### src/design/mfa_pkg.sv
package mfa_pkg;

   localparam int OPERAND_BITS = 16;
   localparam int RES_BITS = 48;
   localparam int WIDE_BITS = 64;

   typedef enum logic [2:0] {
      OP_ADD = 3'd0,
      OP_SUB = 3'd1,
      OP_MUL = 3'd2,
      OP_DIV = 3'd3,
      OP_GCD = 3'd4,
      OP_LCM = 3'd5
   } opcode_type;

   typedef enum logic [1:0] {
      ERR_NONE   = 2'd0,
      ERR_ZERO   = 2'd1,
      ERR_OPCODE = 2'd2
   } err_type;

   typedef struct packed {
      logic [2:0]                    opcode;
      logic signed [OPERAND_BITS-1:0] whole_a;
      logic signed [OPERAND_BITS-1:0] numer_a;
      logic signed [OPERAND_BITS-1:0] denom_a;
      logic signed [OPERAND_BITS-1:0] whole_b;
      logic signed [OPERAND_BITS-1:0] numer_b;
      logic signed [OPERAND_BITS-1:0] denom_b;
   } req_type;

   typedef struct packed {
      logic signed [RES_BITS-1:0] result_whole;
      logic signed [RES_BITS-1:0] result_numer;
      logic signed [RES_BITS-1:0] result_denom;
      logic [1:0]                 error_code;
   } rsp_type;

   // shared divider command/status
   typedef struct packed {
      logic                   start;
      logic [WIDE_BITS-1:0]   dividend;
      logic [WIDE_BITS-1:0]   divisor;
   } div_cmd_type;

   typedef struct packed {
      logic                   done;
      logic [WIDE_BITS-1:0]   quot;
      logic [WIDE_BITS-1:0]   rem;
   } div_sts_type;

   typedef enum logic [4:0] {
      ST_IDLE,
      ST_DECODE,
      ST_IMPA,
      ST_IMPB,
      ST_X1,
      ST_X2,
      ST_X3,
      ST_X4,
      ST_CHECK,
      ST_GCD_INIT,
      ST_GCD_DIV,
      ST_GCD_WAIT,
      ST_WHOLE_DIV,
      ST_WHOLE_WAIT,
      ST_WHOLE_FIX,
      ST_RED_DIV2,
      ST_RED_WAIT2,
      ST_LCM_MUL,
      ST_LCM_DIV,
      ST_LCM_WAIT,
      ST_DONE
   } state_type;

   typedef enum logic [1:0] {
      GR_GCD,
      GR_LCM,
      GR_RED
   } gret_type;

   function automatic logic [WIDE_BITS-1:0] mag64(input logic [WIDE_BITS-1:0] v);
      mag64 = v[WIDE_BITS-1] ? (~v + 64'd1) : v;
   endfunction

endpackage

### src/design/mfa_div.sv
module mfa_div (
   input  logic                 clock,
   input  logic                 reset,
   input  mfa_pkg::div_cmd_type cmd,
   output mfa_pkg::div_sts_type sts
);
   import mfa_pkg::*;

   // unsigned restoring divider, one quotient bit a cycle
   logic [WIDE_BITS-1:0] quot_ff, quot_in;
   logic [WIDE_BITS-1:0] rem_ff, rem_in;
   logic [WIDE_BITS-1:0] dvs_ff, dvs_in;
   logic [6:0]           cnt_ff, cnt_in;
   logic                 busy_ff, busy_in;
   logic                 done_ff, done_in;
   logic [WIDE_BITS:0]   trial;

   always_comb begin
      quot_in = quot_ff;
      rem_in  = rem_ff;
      dvs_in  = dvs_ff;
      cnt_in  = cnt_ff;
      busy_in = busy_ff;
      done_in = 1'b0;
      trial   = {rem_ff, quot_ff[WIDE_BITS-1]} - {1'b0, dvs_ff};
      if (cmd.start) begin
         quot_in = cmd.dividend;
         rem_in  = '0;
         dvs_in  = cmd.divisor;
         cnt_in  = 7'd0;
         busy_in = 1'b1;
      end else if (busy_ff) begin
         if (!trial[WIDE_BITS]) begin
            rem_in = trial[WIDE_BITS-1:0];
         end else begin
            rem_in = {rem_ff[WIDE_BITS-2:0], quot_ff[WIDE_BITS-1]};
         end
         quot_in = {quot_ff[WIDE_BITS-2:0], ~trial[WIDE_BITS]};
         cnt_in  = cnt_ff + 7'd1;
         if (cnt_ff == 7'(WIDE_BITS - 1)) begin
            busy_in = 1'b0;
            done_in = 1'b1;
         end
      end
   end

   always_ff @(posedge clock) begin
      if (reset) begin
         busy_ff <= 1'b0;
         done_ff <= 1'b0;
         cnt_ff  <= '0;
      end else begin
         busy_ff <= busy_in;
         done_ff <= done_in;
         cnt_ff  <= cnt_in;
      end
      quot_ff <= quot_in;
      rem_ff  <= rem_in;
      dvs_ff  <= dvs_in;
   end

   assign sts.done = done_ff;
   assign sts.quot = quot_ff;
   assign sts.rem  = rem_ff;

endmodule

### config.mk
export PLATFORM = sky130hd
export DESIGN_NAME = mfa_div
export DESIGN_NICKNAME = d
export VERILOG_FILES = /design/src/design/mfa_pkg.sv /design/src/design/mfa_div.sv
export SDC_FILE = /design/constraint.sdc
export NUM_CORES = 1
export LEC_CHECK = 0
export ABC_AREA = 1
export BUFFER_PORTS_ARGS = -buffer_cell sky130_fd_sc_hd__buf_2
export CORE_UTILIZATION = 55
export CTS_BUF_LIST = sky130_fd_sc_hd__clkbuf_16
export DETAILED_ROUTE_END_ITERATION = 10
export GPL_ROUTABILITY_DRIVEN = 1
export GPL_TIMING_DRIVEN = 0
export PLACE_DENSITY = 0.79
export SLEW_MARGIN = 30
export SYNTH_ARGS = -nofsm -noshare
export SYNTH_HDL_FRONTEND = slang
export SYNTH_SLANG_ARGS = --single-unit
### constraint.sdc
create_clock -name clock -period 9.71 [get_ports clock]
set_clock_uncertainty 0.2 [all_clocks]
set_input_delay 2.4275 -clock clock [delete_from_list [all_inputs] [get_ports clock]]
set_output_delay 2.4275 -clock clock [all_outputs]
set_load 0.01 [all_outputs]
==> After elaboration in Yosys (flattened, before gate mapping) <==
Index checks and enable logic that the tools add are counted.
{ "totals": {"ff_bits": 201, "input_bits": 131, "out_inout_bits": 129, "wordCells": 21} }
{ "op_classes": {"n_addsub": 2, "n_eq_ne": 1, "n_mux": 7, "n_bitwise": 2, "n_reduce_logical": 3} }
{ "ops": {"columns": ["op", "n"], "rows": [
  ["$mux 64", 3],
  ["$sub 65x64->65", 1],
  ["$add 7x1->7 const B", 1],
  ["$eq 7x6->1 const B", 1],
  ["$mux 1", 4],
  ["$reduce_or 3->1", 1],
  ["$not 1->1", 2],
  ["$reduce_bool 2->1", 1],
  ["$reduce_or 2->1", 1]
]} }

==> Logic depth before layout (Yosys ltp) <==
{ "depth": {"depth_word": 4, "mapped_depth": 21, "ltp_nobuf": 19} }

==> Worst setup path after synthesis <==
Ideal clock, no wire load.
{ "synth_path": {"path_kind": "input to register", "start": "input port cmd[128] in the netlist's numbering", "end": "register quot_ff[0], enable pin", "setup_ps": 419, "t_arrival_ps": 4149, "path_slack_ps": 4942, "cell_stages": 4, "path_buffers": 2, "cell_sequence": "clkbuf_1 nor2_1 clkbuf_1 inv_1"} }
{ "synth_via": {"elab_chain_len": 1} }
{ "synth_lines": {"columns": ["item", "line", "source"], "rows": [
  ["from (decl)", "mfa_div.sv:4", "input mfa_pkg::div_cmd_type cmd,"],
  ["$reduce_bool 2->1 (no line)", null, null],
  ["to (signal assigned)", "mfa_div.sv:57", "quot_ff <= quot_in;"],
  ["to (decl)", "mfa_div.sv:10", "logic [WIDE_BITS-1:0] quot_ff, quot_in;"]
]} }
Every way passes these cells.
A chain may end at the register's enable or synchronous reset.

==> Final worst setup path <==
{ "layout_path": {"start": "input port cmd[128] in the netlist's numbering", "end": "register quot_ff[3], enable pin"} }
Same word-level chain as after synthesis.

==> flow_summary.yaml <==
synthesis:
  mappedNetlistNets: 2501
  syn_area_um2: 14500
  synthArstFlopShare: 0
  yosys_most_used_dff: "edfxtp_1"
  synth_edf_count: 128
  synth-seq-cells: 201
  synth.avg_cell_area_um2: 6.30
  synth_cell_types: 37
  ys_seq_area_frac: 0.366
  yosysWarnings: 0
  synth_cells: 2304
clock_network:
  postCtsHoldBufs: 0
  root_buffer: "clkbuf_16"
  numCtsBuffers: 22
  clkLatencyLatePin_ns: 0.54
  post-cts-setup-buffers: 0
  clock_path_buffers: 3
  cts_resized: 0
  cts_sinks: 201
  cts_max_level: 1
  cts_tree: "built"
  clk_transition_reported_paths_ns: 0.06
cells_and_area:
  utilization: 0.657
  final_cell_mix: "1076 x nand2_1, 512 x inv_1, 263 x buf_2"
  synthToLayoutAreaGrowth_pct: 17.7
  layout_commonest_cell: "nand2_1"
  drive_gt1_frac: 0.135
  fillers: 2341
  final_area_um2: 17100
  nets: 2785
power_and_ir_drop:
  pwr-share-clk: 0.422
  seq_power_share: 0.451
  power_switching_share: 0.257
  powerDensity_nw_per_um2: 129
  vdd_drop_max_mv: 0.167
  p_comb_frac: 0.127
  p_leak_uw: 0.0101
  p_int_uw: 1640
  switching_power_uw: 567
sta:
  post-route-period-util: 0.483
  timing.setup.tns_ns: 0
  max_freq_mhz: 213
  hold_viol: 0
  tightest_slew_ns: 0.926
  setup_viol: 0
  relSlewSlack: 0.382
  rsz0062_at_grt: "no"
  slew_viol_final: 0
  period_needed_ns: 4.69
die:
  row_count: 59
  die_area_um2: 27000
  io_pins: 260
  chipWidth_um: 164
  die-height_um: 164
  start_util: 0.558
  core-area_um2: 26000
placement:
  gp_congestion: 0.977
  placed_area_um2: 16300
  io_buffers: 259
  dpl.hpwl_um: 38100
grt:
  grt_pass1_wl_um: 71000
  gr-total-overflow: 0
  antenna_found_initial: 3
  grt_max_degree: 66
  grt_usage: 0.342
  grt_pass1_vias: 13600
detailed_routing:
  via_per_inst: 4.96
  drt-total-wl_um: 46400
  vias: 14600
  wire_per_inst_um: 15.8
  drt_iter0_markers: 1087
  dr.pass1.iters: 6
  drtAntennaViolNets: 0
  drc: 0
hold_path:
  hold-path-endpoint: "rem_ff[8]"
  holdCritPathClass: "reg -> reg"
  hold_path_depth: 2
  hold_path.startpoint: "rem_ff[8]"
outcome:
  status: "finished, final reports clean"
worst_setup_path:
  start_kind: "primary input"
  crit_path_start: "cmd[128]"
  rr_startpoint: "quot_ff[63]"
  reg2reg_setup_slack_ns: 6.40
  cp.required_ns: 9.73
  reg2reg_depth: 19
  reg2reg_to: "quot_ff[0]"
  critPathKind: "in -> reg"
  crit_fanout: 65
  cp-end-kind: "flip-flop"
  cp.arrival_ns: 4.71
flow_run:
  cap_violations: 0
[metal layers]
layer,vias to the layer above,GRT usage,share of wire
met5,-,0,0.00028
li1,7433,-,-
met1,6503,0.420,0.42
met4,2,0.133,0.044
met3,98,0.0485,0.064
met2,539,0.603,0.48
[worst max-delay path by stage]
| stage | depth (start not counted) | endpoint |
|---|---|---|
| final | 6 | quot_ff[3] |
| after global routing | 6 | quot_ff[10] |
| after detailed placement | 6 | quot_ff[14] |
| after floorplan | 4 | quot_ff[0] |
| after global placement | 5 | quot_ff[11] |
| after CTS | 6 | quot_ff[7] |
[final cells by class]
class	count	area [um^2]	area share
clock inverter	18	260	0.0152
antenna	2	5.00	0.000293
timing repair buffer	260	1330	0.0777
sequential	201	5310	0.311
clock buffer	22	551	0.0322
multi-input combinational	1545	7030	0.412
inverter	516	1940	0.114
tap	335	419	0.0245
buffer	42	240	0.0141
[cells in the mapped netlist (2+ instances only)]
cell type	number	share of area
o21ai_0	14	0.0048
buf_6	8	0.0062
nand3b_1	6	0.0031
nand4_1	8	0.0035
nor3_1	21	0.0072
nand3_1	123	0.042
edfxtp_1	128	0.26
xnor2_1	26	0.016
clkbuf_1	24	0.0062
nand2_4	3	0.0023
inv_1	511	0.13
nor2_4	2	0.0016
buf_1	3	0.00078
a21oi_1	48	0.017
o21bai_1	2	0.0010
buf_2	5	0.0017
nor3b_1	2	0.0010
ha_1	65	0.056
nor2_2	7	0.0030
nor2_1	106	0.027
and3_1	2	0.00086
nand2_1	1076	0.28
dfxtp_1	73	0.10
xor2_1	5	0.0030
inv_2	4	0.0010
nand2_2	21	0.0091
[critical path, cell delays in order]
cell and delay [ns]:
buf_4 0.67, clkbuf_1 0.46, nor2_1 0.10, clkbuf_2 0.37
inv_4 0.29, buf_16 0.29
[flip-flops by register name, summed over array words and instances, names as in the netlist]
name and flops:
busy_ff 1, dvs_ff 64, rem_ff 64, cnt_ff 7, done_ff 1, quot_ff 64
[per-stage QoR]
| stage | setup slack [ns] | hold WS [ns] | total power [uW] | instances |
|---|---|---|---|---|
| final | 5.02 | 0.287 | 2210 | 2941 |
| after global routing | 4.91 | 0.306 | 2280 | 2941 |
| after CTS | 5.08 | 0.289 | 2220 | 2939 |
| after detailed placement | 4.51 | 0.278 | 1290 | 2899 |
| after global placement | 2.63 | 0.269 | 1280 | 2898 |
| after floorplan | 4.94 | 0.257 | 1170 | 2304 |
[power groups by stage]
stage | clock network [uW] | registers (uW) | logic [uW]
detailed placement | 0 | 1010 | 275
CTS | 944 | 995 | 277
global route | 973 | 1000 | 308
floorplan | 0 | 1020 | 146
finish | 933 | 996 | 280
global placement | 0 | 1010 | 266
[logic make-up after synthesis]
kind of cell / Yosys count / share of synthesized area
buffers and inverters: 558 / 0.150
AND/OR/NAND/NOR: 1381 / 0.383
flip-flops: 201 / 0.366
AO/OA/AOI/OAI: 67 / 0.0247
XOR/XNOR: 31 / 0.0187
adder cells (fa/ha/maj): 66 / 0.0574
Power figures use the tool's default switching activity.
